`src/rtl/core/hex_ascii_frame_decoder_assert.svh`:
```
// ----------------------------------------------------------------------------
// Assertion macros for the hex ASCII frame decoder
// Concurrent checks clocked on the rising edge, held off while reset is low.
// ----------------------------------------------------------------------------
`ifndef HEX_ASCII_FRAME_DECODER_ASSERT_SVH
`define HEX_ASCII_FRAME_DECODER_ASSERT_SVH

// consequent must hold in the same cycle as the antecedent
`define HAFD_ASSERT_NOW(label, clk, rst_n, ante, cons, msg) \
    label: assert property (@(posedge clk) disable iff (!(rst_n)) \
        (ante) |-> (cons)) else $error(msg);

// consequent must hold in the cycle after the antecedent
`define HAFD_ASSERT_NEXT(label, clk, rst_n, ante, cons, msg) \
    label: assert property (@(posedge clk) disable iff (!(rst_n)) \
        (ante) |=> (cons)) else $error(msg);

`endif

```
`src/rtl/core/hafd_pkg.sv`:
```
// ----------------------------------------------------------------------------
// hafd_pkg
// Shared constants, types and decode functions of the hex ASCII frame decoder.
// ----------------------------------------------------------------------------
package hafd_pkg;

    localparam int BUFFER_CHARS = 4096;
    localparam int CNT_W        = $clog2(BUFFER_CHARS);
    localparam int BYTE_W       = CNT_W - 1;
    localparam int IDX_W        = 11;
    localparam int LEN_W        = 16;
    localparam int CMP_W        = CNT_W + LEN_W;
    localparam int WIDE_W       = CNT_W + IDX_W;

    localparam logic [CNT_W-1:0] CNT_LIMIT = CNT_W'(BUFFER_CHARS - 1);

    localparam logic [7:0] DELIM_RESET = 8'd35;
    localparam logic [7:0] CHAR_0      = 8'h30;
    localparam logic [7:0] CHAR_9      = 8'h39;
    localparam logic [7:0] CHAR_UA     = 8'h41;
    localparam logic [7:0] CHAR_UF     = 8'h46;
    localparam logic [7:0] CHAR_LA     = 8'h61;
    localparam logic [7:0] CHAR_LF     = 8'h66;
    localparam logic [7:0] DIGIT_TEN   = 8'd10;

    typedef enum logic [1:0] {
        ST_ACCEPT   = 2'd0,
        ST_ODD      = 2'd1,
        ST_MISMATCH = 2'd2,
        ST_SHORT    = 2'd3
    } t_status;

    typedef struct packed {
        logic       is_delim;
        logic [3:0] nibble;
    } t_cmd;

    typedef struct packed {
        logic valid;
        t_cmd cmd;
    } t_cmd_link;

    typedef struct packed {
        logic             is_end;
        logic [7:0]       data_byte;
        logic [IDX_W-1:0] byte_index;
        t_status          frame_status;
    } t_result;

    function automatic logic [3:0] hex_value(input logic [7:0] c);
        logic [7:0] d;
        d = 8'd0;
        if (c >= CHAR_0 && c <= CHAR_9) begin
            d = c - CHAR_0;
        end else if (c >= CHAR_UA && c <= CHAR_UF) begin
            d = c - CHAR_UA + DIGIT_TEN;
        end else if (c >= CHAR_LA && c <= CHAR_LF) begin
            d = c - CHAR_LA + DIGIT_TEN;
        end
        return d[3:0];
    endfunction

    function automatic logic [IDX_W-1:0] to_index(input logic [BYTE_W-1:0] b);
        logic [WIDE_W-1:0] w;
        w = WIDE_W'(b);
        return w[IDX_W-1:0];
    endfunction

endpackage

```
`src/rtl/core/hex_ascii_frame_decoder.sv`:
```
// ----------------------------------------------------------------------------
// hex_ascii_frame_decoder
// Decodes hex ASCII characters into bytes and ends frames on a delimiter
// with a verdict on character count and the little-endian length field.
//
//   Channel  | Handshake                   | Payload
//   ---------+-----------------------------+------------------------------
//   input    | push / full                 | i_char_in
//   result   | empty / pop                 | o_is_end, o_data_byte,
//            |                             | o_byte_index, o_frame_status
//   config   | i_cfg_valid / o_cfg_ready   | i_cfg_data (delimiter)
//
// One character per cycle sustained while full stays low. A result passes
// through the request queue and then the result queue, both registered,
// before it is on the result ports. Both queues hold two entries, so a
// stalled result side backs up into full only after four pending requests.
// Reset is synchronous and sets the delimiter to '#' and clears the frame count.
// ----------------------------------------------------------------------------
module hex_ascii_frame_decoder (
    input  logic                       i_clk,
    input  logic                       i_rst_n,
    input  logic                       push,
    output logic                       full,
    input  logic [7:0]                 i_char_in,
    output logic                       empty,
    input  logic                       pop,
    output logic                       o_is_end,
    output logic [7:0]                 o_data_byte,
    output logic [hafd_pkg::IDX_W-1:0] o_byte_index,
    output logic [1:0]                 o_frame_status,
    input  logic                       i_cfg_valid,
    output logic                       o_cfg_ready,
    input  logic [7:0]                 i_cfg_data
);
    import hafd_pkg::*;

    t_cmd_link cmd;
    logic      cmd_take;

    hafd_front u_front (
        .i_clk       (i_clk),
        .i_rst_n     (i_rst_n),
        .push        (push),
        .full        (full),
        .i_char_in   (i_char_in),
        .i_cfg_valid (i_cfg_valid),
        .o_cfg_ready (o_cfg_ready),
        .i_cfg_data  (i_cfg_data),
        .o_cmd       (cmd),
        .i_cmd_take  (cmd_take)
    );

    hafd_back u_back (
        .i_clk          (i_clk),
        .i_rst_n        (i_rst_n),
        .i_cmd          (cmd),
        .o_cmd_take     (cmd_take),
        .empty          (empty),
        .pop            (pop),
        .o_is_end       (o_is_end),
        .o_data_byte    (o_data_byte),
        .o_byte_index   (o_byte_index),
        .o_frame_status (o_frame_status)
    );

endmodule

```
`src/rtl/core/hafd_front.sv`:
```
// ----------------------------------------------------------------------------
// hafd_front
// Accepts characters, tags delimiters, decodes hex digits and queues the
// classified requests for the back end in a two-entry queue.
// ----------------------------------------------------------------------------
module hafd_front (
    input  logic                i_clk,
    input  logic                i_rst_n,
    input  logic                push,
    output logic                full,
    input  logic [7:0]          i_char_in,
    input  logic                i_cfg_valid,
    output logic                o_cfg_ready,
    input  logic [7:0]          i_cfg_data,
    output hafd_pkg::t_cmd_link o_cmd,
    input  logic                i_cmd_take
);
    import hafd_pkg::*;

    logic [7:0] r_delim;
    t_cmd       r_q [2];
    logic       r_wr;
    logic       r_rd;
    logic [1:0] r_cnt;

    logic       accept;
    logic       take;
    t_cmd       new_cmd;

    assign o_cfg_ready = 1'b1;
    assign full        = (r_cnt == 2'd2);
    assign accept      = push && !full;
    assign take        = i_cmd_take && (r_cnt != 2'd0);

    always_comb begin
        new_cmd.is_delim = (i_char_in == r_delim);
        new_cmd.nibble   = hex_value(i_char_in);
    end

    assign o_cmd.valid = (r_cnt != 2'd0);
    assign o_cmd.cmd   = r_q[r_rd];

    always_ff @(posedge i_clk) begin
        if (!i_rst_n) begin
            r_delim <= DELIM_RESET;
            r_wr    <= 1'b0;
            r_rd    <= 1'b0;
            r_cnt   <= 2'd0;
        end else begin
            if (i_cfg_valid) begin
                r_delim <= i_cfg_data;
            end
            if (accept) begin
                r_wr <= ~r_wr;
            end
            if (take) begin
                r_rd <= ~r_rd;
            end
            if (accept && !take) begin
                r_cnt <= r_cnt + 2'd1;
            end else if (take && !accept) begin
                r_cnt <= r_cnt - 2'd1;
            end
        end
    end

    always_ff @(posedge i_clk) begin
        if (accept) begin
            r_q[r_wr] <= new_cmd;
        end
    end

endmodule

```
`src/rtl/core/hafd_back.sv`:
```
// ----------------------------------------------------------------------------
// hafd_back
// Carries out classified requests: pairs digits into bytes, tracks the frame
// count and length field, builds the verdict and queues results.
// ----------------------------------------------------------------------------
`include "hex_ascii_frame_decoder_assert.svh"

module hafd_back (
    input  logic                          i_clk,
    input  logic                          i_rst_n,
    input  hafd_pkg::t_cmd_link           i_cmd,
    output logic                          o_cmd_take,
    output logic                          empty,
    input  logic                          pop,
    output logic                          o_is_end,
    output logic [7:0]                    o_data_byte,
    output logic [hafd_pkg::IDX_W-1:0]    o_byte_index,
    output logic [1:0]                    o_frame_status
);
    import hafd_pkg::*;

    logic [CNT_W-1:0] r_char_count, n_char_count;
    logic [3:0]       r_high_nibble, n_high_nibble;
    logic [LEN_W-1:0] r_length, n_length;

    t_result          r_out_q [2];
    logic             r_out_wr;
    logic             r_out_rd;
    logic [1:0]       r_out_cnt;

    logic             out_full;
    logic             out_pop;
    logic             produce;
    logic             exec;
    logic             out_push;
    logic             stored;
    logic [BYTE_W-1:0] bytes;
    logic [CMP_W-1:0] bytes_wide;
    logic [CMP_W-1:0] len_wide;
    logic [7:0]       pair;
    t_result          res;
    t_result          head;

    assign out_full = (r_out_cnt == 2'd2);
    assign out_pop  = pop && (r_out_cnt != 2'd0);
    assign stored   = (r_char_count < CNT_LIMIT);
    assign bytes    = r_char_count[CNT_W-1:1];
    assign bytes_wide = CMP_W'(bytes);
    assign len_wide   = CMP_W'(r_length);
    assign pair       = {r_high_nibble, i_cmd.cmd.nibble};

    // a delimiter always yields a verdict; a stored second digit yields a byte
    assign produce    = i_cmd.cmd.is_delim || (stored && r_char_count[0]);
    assign exec       = i_cmd.valid && (!produce || !out_full);
    assign out_push   = exec && produce;
    assign o_cmd_take = exec;

    always_comb begin
        n_char_count  = r_char_count;
        n_high_nibble = r_high_nibble;
        n_length      = r_length;
        res.is_end       = 1'b0;
        res.data_byte    = pair;
        res.byte_index   = to_index(bytes);
        res.frame_status = ST_ACCEPT;
        if (i_cmd.cmd.is_delim) begin
            res.is_end    = 1'b1;
            res.data_byte = 8'd0;
            priority if (r_char_count[0]) begin
                res.frame_status = ST_ODD;
            end else if (bytes_wide < CMP_W'(2)) begin
                res.frame_status = ST_SHORT;
            end else if (len_wide != bytes_wide - CMP_W'(2)) begin
                res.frame_status = ST_MISMATCH;
            end else begin
                res.frame_status = ST_ACCEPT;
            end
            if (exec) begin
                n_char_count  = '0;
                n_high_nibble = 4'd0;
                n_length      = '0;
            end
        end else if (exec && stored) begin
            n_char_count = r_char_count + CNT_W'(1);
            if (!r_char_count[0]) begin
                n_high_nibble = i_cmd.cmd.nibble;
            end else if (bytes == BYTE_W'(0)) begin
                n_length = {r_length[15:8], pair};
            end else if (bytes == BYTE_W'(1)) begin
                n_length = {pair, r_length[7:0]};
            end
        end
    end

    always_ff @(posedge i_clk) begin
        if (!i_rst_n) begin
            r_char_count  <= '0;
            r_high_nibble <= 4'd0;
            r_length      <= '0;
            r_out_wr      <= 1'b0;
            r_out_rd      <= 1'b0;
            r_out_cnt     <= 2'd0;
        end else begin
            r_char_count  <= n_char_count;
            r_high_nibble <= n_high_nibble;
            r_length      <= n_length;
            if (out_push) begin
                r_out_wr <= ~r_out_wr;
            end
            if (out_pop) begin
                r_out_rd <= ~r_out_rd;
            end
            if (out_push && !out_pop) begin
                r_out_cnt <= r_out_cnt + 2'd1;
            end else if (out_pop && !out_push) begin
                r_out_cnt <= r_out_cnt - 2'd1;
            end
        end
    end

    always_ff @(posedge i_clk) begin
        if (out_push) begin
            r_out_q[r_out_wr] <= res;
        end
    end

    assign head           = r_out_q[r_out_rd];
    assign empty          = (r_out_cnt == 2'd0);
    assign o_is_end       = head.is_end;
    assign o_data_byte    = head.data_byte;
    assign o_byte_index   = head.byte_index;
    assign o_frame_status = head.frame_status;

    `HAFD_ASSERT_NOW(a_count_in_range, i_clk, i_rst_n, 1'b1, r_char_count <= CNT_LIMIT, "char count above buffer limit")
    `HAFD_ASSERT_NEXT(a_delim_clears, i_clk, i_rst_n, exec && i_cmd.cmd.is_delim, r_char_count == '0 && r_length == '0, "frame state not cleared after verdict")
    `HAFD_ASSERT_NEXT(a_result_queued, i_clk, i_rst_n, out_push, !empty, "result lost on push")
    `HAFD_ASSERT_NOW(a_no_overfill, i_clk, i_rst_n, out_full, !out_push, "result pushed into full queue")

endmodule

```
`config.mk`:
```
export PLATFORM = sky130hd
export DESIGN_NAME = hex_ascii_frame_decoder
export DESIGN_NICKNAME = d
export VERILOG_FILES = /design/src/rtl/core/hafd_pkg.sv /design/src/rtl/core/hex_ascii_frame_decoder.sv /design/src/rtl/core/hafd_front.sv /design/src/rtl/core/hafd_back.sv
export VERILOG_INCLUDE_DIRS = /design/src /design/src/rtl/core
export SDC_FILE = /design/constraint.sdc
export NUM_CORES = 1
export LEC_CHECK = 0
export BUFFER_PORTS_ARGS = -buffer_cell sky130_fd_sc_hd__buf_4
export CAP_MARGIN = 20
export CORE_AREA = 2 2 141 143
export DETAILED_ROUTE_END_ITERATION = 16
export DIE_AREA = 0 0 143 145
export GPL_ROUTABILITY_DRIVEN = 0
export PLACE_DENSITY_LB_ADDON = 0.12
export SLEW_MARGIN = 20
export SYNTH_ARGS = -nofsm -noshare
export SYNTH_HDL_FRONTEND = slang
export SYNTH_SLANG_ARGS = --single-unit
export TNS_END_PERCENT = 30
```
`constraint.sdc`:
```
create_clock -name i_clk -period 3.6 [get_ports i_clk]
set_input_delay 0.72 -clock i_clk [delete_from_list [all_inputs] [get_ports i_clk]]
set_output_delay 0.72 -clock i_clk [all_outputs]
set_load 0.1 [all_outputs]
```
After elaboration in Yosys (flattened, before gate mapping). Memory sizes are Yosys's and may differ from the RTL's. A register that Yosys moved wholly into a read port is not among the register bits. Cells that the tools add are included.

Divide/modulo/power cells: 0. Add/sub/neg operators: 11. Multiplexer cells: 33. Equal/unequal tests: 8. Magnitude comparators: 8. Bitwise gates (word level): 4. Reduce and logical (&&, ||, !) cells: 37. Shift operators: 0. $mul: 0.

Operator list (count): $mux 16 (6); $mux 12 (3); $mux 4 (7); $ne 16x28->1 (1); $ge 8x7->1 const B (2); $le 8x7->1 const B (2); $mux 2 (8); $reduce_bool 2->1 (8); $logic_and 1x1->1 (14); $add 12x1->12 const B (1); $lt 12x12->1 const B (1); $sub 11x2->12 const B (1); $sub 4x1->4 const B (3); $eq 11x1->1 const B (1); $logic_not 11->1 (1); $lt 11x2->1 const B (1); $mux 9 (1); $add 4x4->4 const B (2); $eq 8x8->1 (1); $ge 8x6->1 const B (1); $le 8x6->1 const B (1); $mux 1 (8); $logic_not 1->1 (7); $reduce_and 5->1 (1); 11 further kinds (19).

Input bits: 21. Flip-flop bits (word level): 48. Latch bits: 0. Memories kept: 2. ROM bits: 0. RAM bits: 54. Word-level logic and storage cells: 114. Output and inout port bits: 25.

Memory list: u_back.r_out_q (words 2, width 22, read ports 1, clocked after Yosys merged registers in 1, wr ports 1, line hafd_back.sv:26) `t_result r_out_q [2];`; u_front.r_q (words 2, width 5, read ports 1, clocked after Yosys merged registers in 1, wr ports 1, line hafd_front.sv:21) `t_cmd r_q [2];`.

Depth between registers and ports, before layout.
Depth in word-level cells: 11. Mapped depth: 10. Mapped depth without buffers: 8.

Cells and area by module. Synthesis repeated with hierarchy kept, for this count alone.

Cell total of the unflattened synthesis: 416. Area, all modules: 4887.2 um^2.

By module, submodules not included: hafd_back (area each 3747.3 um^2, seq. area each 2062.0 um^2, cells each 314, instances 1); hafd_front (area each 1139.8 um^2, seq. area each 560.5 um^2, cells each 102, instances 1).

Least setup slack after synthesis. Ideal clock, no wire load.

Kind: reg-to-reg. Start: register u_back.r_char_count[3]. End: memory u_back.r_out_q[0][0] in the netlist's numbering (enable). Cell stages (with the launch flop): 6. Period minus slack after synthesis: 3772 ps. Buffers on the path: 1. Library setup time: 460 ps. Required time: 3140 ps. Data arrival time: 3312 ps. Slack: -172 ps. Cell sequence: dfxtp_1 -> ha_1 -> and3_1 -> and4_4 -> buf_6 -> nor4_1.

Word-level cells in the longest chain between the ends: 9.

RTL lines: start: declaration (line hafd_back.sv:22) `logic [CNT_W-1:0] r_char_count, n_char_count;`; start signal: assignment (line hafd_back.sv:104) `r_char_count <= n_char_count;`; $lt 12x12->1 * (line hafd_back.sv:46) `assign stored = (r_char_count < CNT_LIMIT);`; $logic_and 1x1->1 * (line hafd_back.sv:53) `assign produce = i_cmd.cmd.is_delim || (stored && r_char_count[0]);`; $logic_or 1x1->1 * (line hafd_back.sv:53); $logic_not 1->1 (line hafd_back.sv:54) `assign exec = i_cmd.valid && (!produce || !out_full);`; $logic_or 1x1->1 (line hafd_back.sv:54); $logic_and 1x1->1 (line hafd_back.sv:54); $logic_and 1x1->1 * (line hafd_back.sv:55) `assign out_push = exec && produce;`; $mux 1 * (line hafd_back.sv:122) `if (out_push) begin`; $mux 1 (not written as such) * (line hafd_back.sv:123) `r_out_q[r_out_wr] <= res;`; end: declaration (line hafd_back.sv:26).

Mark *: on every way between the ends. The rest lies on a longest branch, timed or not.

==> results.md <==
Global routing:
- The global-route wire length before repair is 16,990 um.
- After global routing the overflow that remains totals 0.
- In this run the most used layer during global routing was met2.
- The met1 routing resource usage after global routing is 13.79%.
- The aggregate global-route resource usage is 10.64%.
- The global routing met3 resource utilization is 3.564%.
- The maximum number of pins on one net before global-route repair is 34.
- The via count of the first global-routing pass is 3,101.
- The global routing met2 resource utilization is 16.75%.
- The number of antenna violations at the first check in global routing is 0.

Synthesis:
- The number of warning messages in the yosys log is 0.
- The predominant post-synthesis flop cell is sky130_fd_sc_hd__edfxtp_1.
- The number of synthesized flops with an enable pin is 54.
- Each instance of the synthesized netlist takes up on average 11.65 um^2.
- The number of nets in the synthesized netlist is 438.
- The area of the mapped netlist is 4752 um^2.
- sky130_fd_sc_hd__edfxtp_1 takes more of the synthesized area than any other cell.
- In the synthesized netlist, the cells that appear most often are sky130_fd_sc_hd__edfxtp_1 (54), sky130_fd_sc_hd__dfxtp_1 (50), sky130_fd_sc_hd__mux2_2 (26).
- The sequential share of the synthesized area is 55.19%.
- The number of library cell types mapped by synthesis is 53.
- The most common cell in the netlist is sky130_fd_sc_hd__edfxtp_1.
- The share of flip-flops with an asynchronous set or reset after synthesis is 0%.
- The synthesized design contains 104 register bits.
- Sorting the synthesized cells by area gives the leading types as sky130_fd_sc_hd__edfxtp_1 (34%), sky130_fd_sc_hd__dfxtp_1 (21%), sky130_fd_sc_hd__mux2_2 (6.2%), sky130_fd_sc_hd__xnor2_1 (4.1%), sky130_fd_sc_hd__a22o_1 (2.9%).
- After synthesis, the largest area contributor takes up 34.12% of total cell area.
- Counting every instance in the synthesized netlist gives 408.

Floorplan:
- Row generation in the floorplan step produced 51 rows.
- The height of the die is 145 um.
- Measured along the x axis, the die boundary spans 143 um.
- The die covers 20,740 um^2.
- The core region is 19,210 um^2.
- The initial cell density of the core is 24.74%.
- The boundary pin count is 46.

Drt:
- The number of nets still failing antenna checks after routing is 0.
- For this block, the via count after detailed routing is 3,126.
- The number of DRC markers after the initial detailed-route iteration is 169.
- The average wire per cell in the routed design is 14.78 um.
- The total wire length is 10,630 um.
- The average vias per placed instance is 4.348.
- The count of TritonRoute iterations in the first routing pass is 5.
- The residual DRC count is 0.

Flow run:
- The tool flagged a number of max-cap violations equal to 0.

Power and ir drop:
- The power density over the cells is 811.8 nW/um^2.
- The worst-case vdd ir drop is 0.0002729 V.
- The analysis attributes to cell leakage a power of 2.064 nW.

Critical path:
- The critical path is of the flop to flop type.
- The endpoint type of the worst setup path is a flop.
- The worst setup path is launched from a flop.
- The critical path required time is 3890 ps.
- Data on the critical path arrives at its endpoint at 2900 ps.
- In this run the worst path has a maximum fanout of 9.
- For the worst flop-to-flop path, the logic depth is 7.

Placed design:
- The number of port buffers is 44.
- Detailed placement finished with a half-perimeter wire length of 7505 um.

STA:
- The max-slew violation total from the final report is 0.
- The total setup violations reported at the end of the flow is 0.
- Setup repair after global routing left no endpoint under its margin.
- The worst slew slack as a fraction of its limit is 44.11%.
- The hold violation count in the final report was 0.
- The setup clock skew after layout is 7.171 ps.
- The routed design could run at a clock period as short as 2610 ps.
- The slew of the pin with the lowest slew margin is 827.9 ps.
- The fmax is 0.3831 GHz.
- The post-route setup TNS is 0 ps.
- After layout, the worst path uses 72.50% of the clock period.

Clock tree:
- The number of setup buffers added after CTS is 0.
- The root buffer cell chosen for the clock tree is sky130_fd_sc_hd__clkbuf_16.
- The total clock sinks is 104.
- TritonCTS created 9 clock buffers.
- The clock-pin slew on the worst setup and hold paths is 70 ps.
- The post-cts sizing count is 0.
- Hold repair after CTS inserted 0 buffers.
- The CTS tree is done.
- The H-tree was split into 3 levels.
- The source-to-sink clock delay at the later pin of the worst-skew pair is 360 ps.
- The longest clock path from root to sink contains 2 buffers.

Finish:
- The fraction of layout cells with a size suffix above 1 is 22.03%.
- Once layout is complete, the utilization of the core stands at 29.48%.
- The antenna diode count is 0.
- The number of filler cells placed in the layout is 1,987.
- The growth of design area from synthesis to finish is 19.17%.
- The final-stage net count is 479.

Worst hold path:
- The hold-critical path depth is 1.
- The worst hold path class is flop to flop.

Run status:
- The flow ran to the end, and the final reports show no timing, DRC or antenna violations.
==> critical path: stages, from the launching register on <==
cell and delay, ps:
sky130_fd_sc_hd__dfxtp_1 450, sky130_fd_sc_hd__mux2i_2 470, sky130_fd_sc_hd__inv_1 230, sky130_fd_sc_hd__o21ai_0 310
sky130_fd_sc_hd__o21ai_0 220, sky130_fd_sc_hd__ha_1 370, sky130_fd_sc_hd__or3_1 340, sky130_fd_sc_hd__a21boi_0 150
==> placed cells by master (no fill, tap or decap), drive strengths merged, types with 14 or more instances in the layout <==
master	synthesis	routed
nand2	21	21
and2	16	16
a22o	16	16
edfxtp	54	54
mux2	26	26
xnor2	22	22
nor2	21	21
inv	15	19
o21ai	14	14
dfxtp	50	50
buf	8	50
==> layout make-up <==
type                    instances  area, um^2  share of cell area (%)
multi-input cells             269        1981                   34.98
well taps                     265       331.6                   5.855
clock buffers                  10       239.0                   4.220
inverters                      15       56.30                  0.9943
flip-flops and latches        104        2623                   46.31
repair buffers                 50       375.4                   6.628
clock inverters                 6       57.56                   1.016
==> power by group <==
part | internal (mW) | total (mW) | switching, mW
sequential | 1.49 | 1.61 | 0.116
clock | 0.506 | 0.979 | 0.473
combinational | 0.522 | 2.01 | 1.49
==> routing by layer <==
metal / share of wire, % / vias to the layer above
li1: - / 1577
met1: 48 / 1480
met2: 47 / 59
met3: 4.5 / 10
met4: 1.3 / 0
met5: 0 / -
==> registers in the layout, summed over array words and instances, names as in the netlist, named ones only <==
signal	cells
u_front.r_q	10
u_back.r_length	16
u_front.r_rd	1
u_front.r_wr	1
u_front.r_cnt	2
u_front.r_delim	8
u_back.r_out_rd	1
u_back.r_out_wr	1
u_back.r_high_nibble	4
u_back.r_char_count	12
u_back.r_out_q	44
u_back.r_out_cnt	2
==> logic make-up (layout without fill, tap and decap cells) <==
group | count (synthesis) | in the layout | synth area share (%)
muxes | 37 | 37 | 8.557
and+or+nand+nor | 123 | 123 | 14.80
xor gates and xnor gates | 29 | 29 | 5.345
AOI/OAI and AO/OA | 70 | 70 | 10.22
buffers and inverters | 35 | 81 | 3.449
other | 1 | 1 | 0.07891
DFF | 104 | 104 | 55.19
adders and majority gates | 9 | 9 | 2.370
==> through the flow <==
stage	hold slack, ps	instance area, um^2	setup WS [ps]	power, mW	instances
4_1_cts	480.6	5663	970.3	4.672	719
3_5_place_dp	462.8	5366	990.2	3.669	703
6_report	479.3	5663	990.0	4.597	719
5_1_grt	501.9	5663	703.2	4.822	719
3_3_place_gp	458.0	5366	1037	3.659	703
2_1_floorplan	423.7	4758	760.7	3.199	408
==> worst paths after layout <==
check / from / end / slack, ps
max: flop / u_front.r_cnt[1] / 990
min: u_back.r_length[13] / u_back.r_length[13] / 480
max reg2reg: flop / u_front.r_cnt[1] / 990
min reg2reg: u_back.r_length[13] / u_back.r_length[13] / 480
No activity file was read; power rests on OpenSTA's default activity.
